File: src/rtl/core/trt_pkg.sv
// ----------------------------------------------------------------------------
// Race timer package
// Item types, control state and codes shared by the race timer modules.
// ----------------------------------------------------------------------------
package trt_pkg;

    localparam int OUT_TIME_W = 32;
    localparam int CFG_ADDR_W = 3;
    localparam int CFG_DATA_W = 32;

    // Register index, taken from paddr[2]
    localparam logic CFG_IDX_LANE_SWAP = 1'b0;
    localparam logic LANE_SWAP_RESET   = 1'b1;

    // Button bit codes
    localparam logic [2:0] BTN_NONE  = 3'b000;
    localparam logic [2:0] BTN_START = 3'b001;
    localparam logic [2:0] BTN_STOP  = 3'b010;
    localparam logic [2:0] BTN_RESET = 3'b100;

    localparam logic [1:0] TGT_ZERO = 2'b01;
    localparam logic [1:0] TGT_ONE  = 2'b10;
    localparam logic [1:0] TGT_BOTH = 2'b11;
    localparam logic [1:0] TGT_NONE = 2'b00;

    typedef struct packed {
        logic tick;
        logic start_level;
        logic stop_level;
        logic reset_level;
        logic target_zero_level;
        logic target_one_level;
    } in_item_t;

    typedef struct packed {
        logic                  is_running;
        logic [OUT_TIME_W-1:0] elapsed;
        logic [OUT_TIME_W-1:0] left_lane_time;
        logic [OUT_TIME_W-1:0] right_lane_time;
        logic                  left_finished;
        logic                  right_finished;
    } out_item_t;

    // Control state carried between the state registers and the step logic
    typedef struct packed {
        logic       running;
        logic       left_done;
        logic       right_done;
        logic [1:0] armed;
        logic [2:0] prev_buttons;
        logic [1:0] prev_targets;
    } ctrl_t;

    localparam ctrl_t CTRL_RESET = '{
        running:      1'b0,
        left_done:    1'b0,
        right_done:   1'b0,
        armed:        TGT_BOTH,
        prev_buttons: BTN_NONE,
        prev_targets: TGT_BOTH
    };

endpackage

File: src/rtl/core/trt_cfg_regs.sv
// ----------------------------------------------------------------------------
// Race timer configuration registers
// APB-style register file holding the lane swap setting.
// ----------------------------------------------------------------------------
module trt_cfg_regs (
    input  logic                             clk,
    input  logic                             rst_n,
    input  logic                             psel,
    input  logic                             penable,
    input  logic                             pwrite,
    input  logic [trt_pkg::CFG_ADDR_W-1:0]   paddr,
    input  logic [trt_pkg::CFG_DATA_W-1:0]   pwdata,
    output logic [trt_pkg::CFG_DATA_W-1:0]   prdata,
    output logic                             pready,
    output logic                             lane_swap
);

    logic lane_swap_reg;
    logic lane_swap_next;
    logic wr_en;
    logic reg_idx;

    assign reg_idx = paddr[2];
    assign wr_en   = psel && penable && pwrite && pready;
    assign pready  = 1'b1;

    always_comb
    begin
        lane_swap_next = lane_swap_reg;
        if (wr_en && (reg_idx == trt_pkg::CFG_IDX_LANE_SWAP))
        begin
            lane_swap_next = pwdata[0];
        end
    end

    always_ff @(posedge clk or negedge rst_n)
    begin
        if (!rst_n)
        begin
            lane_swap_reg <= trt_pkg::LANE_SWAP_RESET;
        end
        else
        begin
            lane_swap_reg <= lane_swap_next;
        end
    end

    always_comb
    begin
        prdata = '0;
        if (reg_idx == trt_pkg::CFG_IDX_LANE_SWAP)
        begin
            prdata = {{(trt_pkg::CFG_DATA_W-1){1'b0}}, lane_swap_reg};
        end
    end

    assign lane_swap = lane_swap_reg;

endmodule

File: src/rtl/core/trt_step.sv
// ----------------------------------------------------------------------------
// Race timer step logic
// Next-state logic for one sample: buttons, target hits, then the tick.
// ----------------------------------------------------------------------------
module trt_step #(
    parameter int TIME_BITS = 32
) (
    input  trt_pkg::in_item_t       item,
    input  logic                    lane_swap,
    input  trt_pkg::ctrl_t          cur_ctrl,
    input  logic [TIME_BITS-1:0]    cur_count,
    input  logic [TIME_BITS-1:0]    cur_left,
    input  logic [TIME_BITS-1:0]    cur_right,
    output trt_pkg::ctrl_t          nxt_ctrl,
    output logic [TIME_BITS-1:0]    nxt_count,
    output logic [TIME_BITS-1:0]    nxt_left,
    output logic [TIME_BITS-1:0]    nxt_right
);

    logic [2:0] buttons;
    logic [1:0] targets;
    logic [2:0] watch;
    logic [2:0] rise;
    logic [1:0] fall;

    assign buttons = {item.reset_level, item.stop_level, item.start_level};
    assign targets = {item.target_one_level, item.target_zero_level};
    assign watch   = cur_ctrl.running ? trt_pkg::BTN_STOP
                                      : (trt_pkg::BTN_START | trt_pkg::BTN_RESET);
    assign rise    = buttons & ~cur_ctrl.prev_buttons & watch;
    assign fall    = cur_ctrl.prev_targets & ~targets;

    always_comb
    begin
        nxt_ctrl  = cur_ctrl;
        nxt_count = cur_count;
        nxt_left  = cur_left;
        nxt_right = cur_right;

        // Only a single watched button edge acts
        if (rise == trt_pkg::BTN_START)
        begin
            nxt_ctrl.running = 1'b1;
        end
        else if (rise == trt_pkg::BTN_STOP)
        begin
            nxt_ctrl.running = 1'b0;
        end
        else if ((rise == trt_pkg::BTN_RESET) && (targets == trt_pkg::TGT_BOTH))
        begin
            nxt_ctrl.armed      = trt_pkg::TGT_BOTH;
            nxt_ctrl.left_done  = 1'b0;
            nxt_ctrl.right_done = 1'b0;
            nxt_ctrl.running    = 1'b0;
            nxt_count           = '0;
            nxt_left            = '0;
            nxt_right           = '0;
        end

        // Target zero goes first; it may stop timing before target one is seen
        if (nxt_ctrl.running && fall[0] && nxt_ctrl.armed[0])
        begin
            nxt_ctrl.armed = nxt_ctrl.armed & ~trt_pkg::TGT_ZERO;
            if (lane_swap)
            begin
                nxt_right           = nxt_count;
                nxt_ctrl.right_done = 1'b1;
            end
            else
            begin
                nxt_left           = nxt_count;
                nxt_ctrl.left_done = 1'b1;
            end
            if (nxt_ctrl.armed == trt_pkg::TGT_NONE)
            begin
                nxt_ctrl.running = 1'b0;
            end
        end

        if (nxt_ctrl.running && fall[1] && nxt_ctrl.armed[1])
        begin
            nxt_ctrl.armed = nxt_ctrl.armed & ~trt_pkg::TGT_ONE;
            if (lane_swap)
            begin
                nxt_left           = nxt_count;
                nxt_ctrl.left_done = 1'b1;
            end
            else
            begin
                nxt_right           = nxt_count;
                nxt_ctrl.right_done = 1'b1;
            end
            if (nxt_ctrl.armed == trt_pkg::TGT_NONE)
            begin
                nxt_ctrl.running = 1'b0;
            end
        end

        // Advance the race clock; wraps at TIME_BITS
        if (nxt_ctrl.running && item.tick)
        begin
            nxt_count = nxt_count + {{(TIME_BITS-1){1'b0}}, 1'b1};
        end

        nxt_ctrl.prev_buttons = buttons;
        nxt_ctrl.prev_targets = targets;
    end

endmodule

File: src/rtl/core/two_lane_split_race_timer_core.sv
// ----------------------------------------------------------------------------
// Two-lane race timer core
// Stopwatch with two target inputs that capture split times per lane.
// ----------------------------------------------------------------------------
//
// Channel   Signals                          Moves
// --------  -------------------------------  ---------------------------------
// in        in_valid / in_ready / in_data    one pin sample item per cycle
// out       out_valid / out_ready / out_data one status item per input item
// cfg       psel penable pwrite paddr ...    lane_swap register at address 0
//
// One item per cycle sustained while out_ready stays high. An accepted item
// lands in the input register and passes the step logic into the state and
// result registers once the result register is free or draining. While the
// result register waits on out_ready, the input register can still take one item.
// Reset clears all timing state, arms both targets and sets lane_swap to 1.
// A stall at the output holds the result and, one item later, the input.
// ----------------------------------------------------------------------------
module two_lane_split_race_timer_core #(
    parameter int TIME_BITS = 32
) (
    input  logic                             clk,
    input  logic                             rst_n,
    input  logic                             in_valid,
    output logic                             in_ready,
    input  trt_pkg::in_item_t                in_data,
    output logic                             out_valid,
    input  logic                             out_ready,
    output trt_pkg::out_item_t               out_data,
    input  logic                             psel,
    input  logic                             penable,
    input  logic                             pwrite,
    input  logic [trt_pkg::CFG_ADDR_W-1:0]   paddr,
    input  logic [trt_pkg::CFG_DATA_W-1:0]   pwdata,
    output logic [trt_pkg::CFG_DATA_W-1:0]   prdata,
    output logic                             pready
);

    localparam int OW = trt_pkg::OUT_TIME_W;

    logic                   lane_swap;

    // Input stage
    logic                   in_valid_reg;
    logic                   in_valid_next;
    trt_pkg::in_item_t      in_item_reg;

    // Timer state
    trt_pkg::ctrl_t         ctrl_reg;
    trt_pkg::ctrl_t         ctrl_next;
    logic [TIME_BITS-1:0]   count_reg;
    logic [TIME_BITS-1:0]   count_next;
    logic [TIME_BITS-1:0]   left_reg;
    logic [TIME_BITS-1:0]   left_next;
    logic [TIME_BITS-1:0]   right_reg;
    logic [TIME_BITS-1:0]   right_next;

    // Result stage
    logic                   out_valid_reg;
    logic                   out_valid_next;
    trt_pkg::out_item_t     out_item_reg;
    trt_pkg::out_item_t     out_item_next;

    logic                   in_accept;
    logic                   advance;

    // Times are widened then cut, so any TIME_BITS maps onto 32 output bits
    logic [TIME_BITS+OW-1:0] count_ext;
    logic [TIME_BITS+OW-1:0] left_ext;
    logic [TIME_BITS+OW-1:0] right_ext;

    trt_cfg_regs u_cfg (
        .clk       (clk),
        .rst_n     (rst_n),
        .psel      (psel),
        .penable   (penable),
        .pwrite    (pwrite),
        .paddr     (paddr),
        .pwdata    (pwdata),
        .prdata    (prdata),
        .pready    (pready),
        .lane_swap (lane_swap)
    );

    trt_step #(
        .TIME_BITS (TIME_BITS)
    ) u_step (
        .item      (in_item_reg),
        .lane_swap (lane_swap),
        .cur_ctrl  (ctrl_reg),
        .cur_count (count_reg),
        .cur_left  (left_reg),
        .cur_right (right_reg),
        .nxt_ctrl  (ctrl_next),
        .nxt_count (count_next),
        .nxt_left  (left_next),
        .nxt_right (right_next)
    );

    // Advance the held item whenever the result register is free or draining
    assign advance   = in_valid_reg && (!out_valid_reg || out_ready);
    assign in_ready  = !in_valid_reg || advance;
    assign in_accept = in_valid && in_ready;

    always_comb
    begin
        in_valid_next = in_valid_reg;
        if (in_accept)
        begin
            in_valid_next = 1'b1;
        end
        else if (advance)
        begin
            in_valid_next = 1'b0;
        end
    end

    always_comb
    begin
        out_valid_next = out_valid_reg;
        if (advance)
        begin
            out_valid_next = 1'b1;
        end
        else if (out_ready)
        begin
            out_valid_next = 1'b0;
        end
    end

    assign count_ext = {{OW{1'b0}}, count_next};
    assign left_ext  = {{OW{1'b0}}, left_next};
    assign right_ext = {{OW{1'b0}}, right_next};

    // Result reflects the state after the step
    always_comb
    begin
        out_item_next.is_running      = ctrl_next.running;
        out_item_next.elapsed         = count_ext[OW-1:0];
        out_item_next.left_lane_time  = left_ext[OW-1:0];
        out_item_next.right_lane_time = right_ext[OW-1:0];
        out_item_next.left_finished   = ctrl_next.left_done;
        out_item_next.right_finished  = ctrl_next.right_done;
    end

    always_ff @(posedge clk or negedge rst_n)
    begin
        if (!rst_n)
        begin
            in_valid_reg  <= 1'b0;
            out_valid_reg <= 1'b0;
            ctrl_reg      <= trt_pkg::CTRL_RESET;
            count_reg     <= '0;
            left_reg      <= '0;
            right_reg     <= '0;
        end
        else
        begin
            in_valid_reg  <= in_valid_next;
            out_valid_reg <= out_valid_next;
            // Commit state only when an item actually passes the step logic
            if (advance)
            begin
                ctrl_reg  <= ctrl_next;
                count_reg <= count_next;
                left_reg  <= left_next;
                right_reg <= right_next;
            end
        end
    end

    // Payload registers: load on handshake, hold otherwise
    always_ff @(posedge clk)
    begin
        if (in_accept)
        begin
            in_item_reg <= in_data;
        end
        if (advance)
        begin
            out_item_reg <= out_item_next;
        end
    end

    assign out_valid = out_valid_reg;
    assign out_data  = out_item_reg;

endmodule

File: config.mk
export PLATFORM = sky130hd
export DESIGN_NAME = two_lane_split_race_timer_core
export DESIGN_NICKNAME = d
export VERILOG_FILES = /design/src/rtl/core/trt_pkg.sv /design/src/rtl/core/trt_cfg_regs.sv /design/src/rtl/core/trt_step.sv /design/src/rtl/core/two_lane_split_race_timer_core.sv
export SDC_FILE = /design/constraint.sdc
export NUM_CORES = 1
export LEC_CHECK = 0
export ABC_AREA = 1
export BUFFER_PORTS_ARGS = -buffer_cell sky130_fd_sc_hd__buf_2
export CAP_MARGIN = 20
export CORE_ASPECT_RATIO = 0.6
export CORE_MARGIN = 8
export CORE_UTILIZATION = 50
export CTS_BUF_LIST = sky130_fd_sc_hd__clkbuf_4 sky130_fd_sc_hd__clkbuf_8
export DETAILED_ROUTE_END_ITERATION = 8
export PLACE_DENSITY_LB_ADDON = 0.3
export SLEW_MARGIN = 10
export SYNTH_ARGS = -nofsm -noshare
export SYNTH_HDL_FRONTEND = slang
export SYNTH_HIERARCHICAL = 1
export SYNTH_SLANG_ARGS = --single-unit
File: constraint.sdc
create_clock -name clk -period 5.7 [get_ports clk]
set_input_delay 0.285 -clock clk [delete_from_list [all_inputs] [get_ports clk]]
set_output_delay 0.285 -clock clk [all_outputs]
set_load 0.02 [all_outputs]
==> metrics <==
GP Congestion 0.893; slowest stage delay, CP between 500 and 600 ps; share of cells above drive strength 1 0.185; Area growth, synth to finish 12.0%; vias 8235; Seq/Total Area, Yosys 0.564; RSZ-0062 raised after global routing false; CP arrival between 3000 and 4000 ps; max-cap viol count 0; delay-heaviest family, CP simple AND/OR/NAND/NOR gates; # nets final 1305; Root Buffer clkbuf_8; Critical Path Start Type register; Die Area 0.0259 mm^2; cells along the critical path inv_1 -> nand3_1 -> nand2_1 -> inv_2 -> nand2_8 -> nand2_1 -> inv_1 -> ha_1 -> nand2_1 -> nor2_2 -> nand2_2 -> nor2_4 -> nand2_1 -> nor2_1 -> nand2_1 -> nand2_1 -> nand2_1 -> nand3_1 -> nand2_1; slowest CP cell nand2_8; Final Skew 20.9 ps; synthesized area 0.0104 mm^2; die width about 200 um; GR Overflow Total 0; fill cell count 1840; final hold slack 21.2 ps; Post-DRT Antenna Nets 0; vias in the first global route 7773; Crit path required time 6110 ps; PwrDens 342 mW/mm^2; Via density 5.28; Fin. Hold Viols 0; placed cell count around 1500; worst slew pin tran 1020 ps; Skew-Pair Late Insertion Delay 520 ps; Crit Path Category register to register; clock slew at reported path FFs 70 ps; max reg flops between 90 and 100; GRT Util Overall 0.201; post-layout instance area ~0.012 mm^2; clk sink count 214; HP Class input port to register; initial antenna violation count 0; global-route wire length before repair approximately 42000 um; Avg Cell Area, Syn 9.01 um^2; DRC violations left 0; DP Area about 0.011 mm^2; Worst Setup End Kind register; Netlist cell types 37; Pre-Repair DR Iteration Count 5; hpwl dp 16600 um; final slew viol count 0; synthesis warning total 6; Synth Register Bits 214; Avg WL per Cell 16.8 um; fin crit period 3410 ps; period utilization 0.598; maximum operating frequency roughly 0.29 GHz; Max Root-Sink Buffers 3; fin cells 1561; largest net degree at the start of global routing 128; crit path buf inv count 3; relative slew slack 0.318; Antenna diodes 0; Routed WL 26200 um; CTS tree yes; final setup TNS 0 ps; maximum VDD drop 0.000188 V; Rows 41; endpoints failing setup 0; core area 0.0207 mm^2; synthesized instance count around 1200; I/O Buffers 116; initial DRC count 764; H-Tree Depth 2; Die Y around 130 um; CP max FO approximately 130; most frequent CP cell nand2_1; Initial Util 0.504; Top-Level Pins 182; Inserted Clock Buffers 34; status finished, final reports clean; Pleak about 5.5 nW
## worst min-delay path: cells and delay by family
kind / cells / cell delay [ps]
simple gates: 3 / 150
buf+inv: 1 / 90
## logic make-up after synthesis
group | after synthesis | share of synthesized area
adder cells (fa/ha/maj) | 1 | 0.00120
flip-flops | 214 | 0.564
AND/OR/NAND/NOR | 694 | 0.296
other | 2 | 0.000719
AO/OA/AOI/OAI | 79 | 0.0405
XOR/XNOR | 11 | 0.00923
buffers and inverters | 158 | 0.0890
## per-stage QoR
step	power, W	utilization	worst slack (ps)
final	0.00400	0.564	2290
after floorplan	0.00248	-	2340
after global routing	0.00418	0.564	1970
after detailed placement	0.00265	0.523	2100
after global placement	0.00264	0.523	2140
after CTS	0.00402	0.562	2070
## report_power, final
| group | switching, W | internal, W |
|---|---|---|
| Sequential | 0.0000817 | 0.00181 |
| Clock | 0.000600 | 0.000764 |
| Combinational | 0.000571 | 0.000176 |
| Total | 0.00125 | 0.00275 |
## cell usage in the layout, fill, tap and decap left out, types with 2 or more instances in the layout
cell,instances
nor2_2,12
nand2_2,5
nor3_2,2
nor2_1,44
o21ai_1,13
clkbuf_4,11
o21bai_1,3
xnor2_1,3
dfstp_2,5
dlygate4sd3_1,9
buf_4,9
edfxtp_1,105
nand2_1,395
nand3_4,2
nor2_4,5
nand2_4,2
inv_1,48
nand3_1,218
clkinv_2,3
inv_2,5
a21oi_4,2
clkbuf_8,44
dfrtp_1,103
xor2_1,8
nand3_2,5
o21ai_0,57
clkinv_1,4
conb_1,32
buf_2,115
## cell type report
class / count / area, um^2 / share of cell area
clock buffers: 55 / 688 / 0.0588
multi-input cells: 817 / 3760 / 0.321
repair buffers: 135 / 776 / 0.0663
inverters: 54 / 205 / 0.0175
flip-flops and latches: 214 / 5890 / 0.504
well taps: 279 / 349 / 0.0298
clock inverters: 7 / 30.0 / 0.00257
## path summary, 6_finish.rpt
check | startpoint | to | slack [ps] | cells past startpoint
max reg2reg | ctrl_reg[9] | count_reg[20] | 2290 | 19
min | paddr[2] | u_cfg/lane_swap | 20 | 4
min in group asynchronous | rst_n | right_reg[4] | 450 | 2
max | ctrl_reg[9] | count_reg[20] | 2290 | 19
max in group asynchronous | rst_n | in_valid_reg | 4020 | 3
min reg2reg | ctrl_reg[5] | ctrl_reg[5] | 460 | 2
## metal layers
layer,vias up,global-route usage,wire [um]
met3,36,0.0510,2390
met5,-,0,0
met4,0,0.0433,328
met1,3917,0.298,12600
met2,320,0.291,11000
li1,3962,-,-
## cells in the mapped netlist
master    count  share of area
a21oi_2       1        0.00084
a21oi_4       1         0.0016
dfstp_2       5          0.013
ha_1          1         0.0012
buf_6        11          0.012
conb_1        2        0.00072
dfrtp_1     104           0.25
a21oi_1       1        0.00048
nand2_8       1         0.0019
nand3_2       5         0.0048
buf_4        54          0.039
nand3_1     218           0.10
edfxtp_1    105           0.30
o21bai_1      3         0.0022
nand3_4       2         0.0034
nor3_4        1         0.0016
buf_1         7         0.0025
o21ai_1      14         0.0067
o21ai_2       1        0.00084
a31oi_1       1        0.00060
inv_1        49          0.018
xor2_1        8         0.0067
xnor2_1       3         0.0025
nand3b_1      1        0.00072
nand2_1     395           0.14
nor2_4        5         0.0054
nand2_4       2         0.0022
inv_2         5         0.0018
buf_12        1         0.0019
nor3_2        2         0.0019
nand2_2       5         0.0030
nor2_2       12         0.0072
nand4_2       1         0.0012
o21ai_0      57          0.027
buf_2        28          0.013
clkbuf_1      3         0.0011
nor2_1       44          0.016
## what timing repair did
| action | 4_1_cts | 5_1_grt |
|---|---|---|
| buffers inserted | 0 | 0 |
| hold buffers | 9 | 0 |
| gates resized for setup | 0 | 0 |
| endpoints found under the setup margin | 0 | 0 |
| hold endpoints to repair | 73 | 0 |
Note: power is estimated with default switching activity, not from simulation.
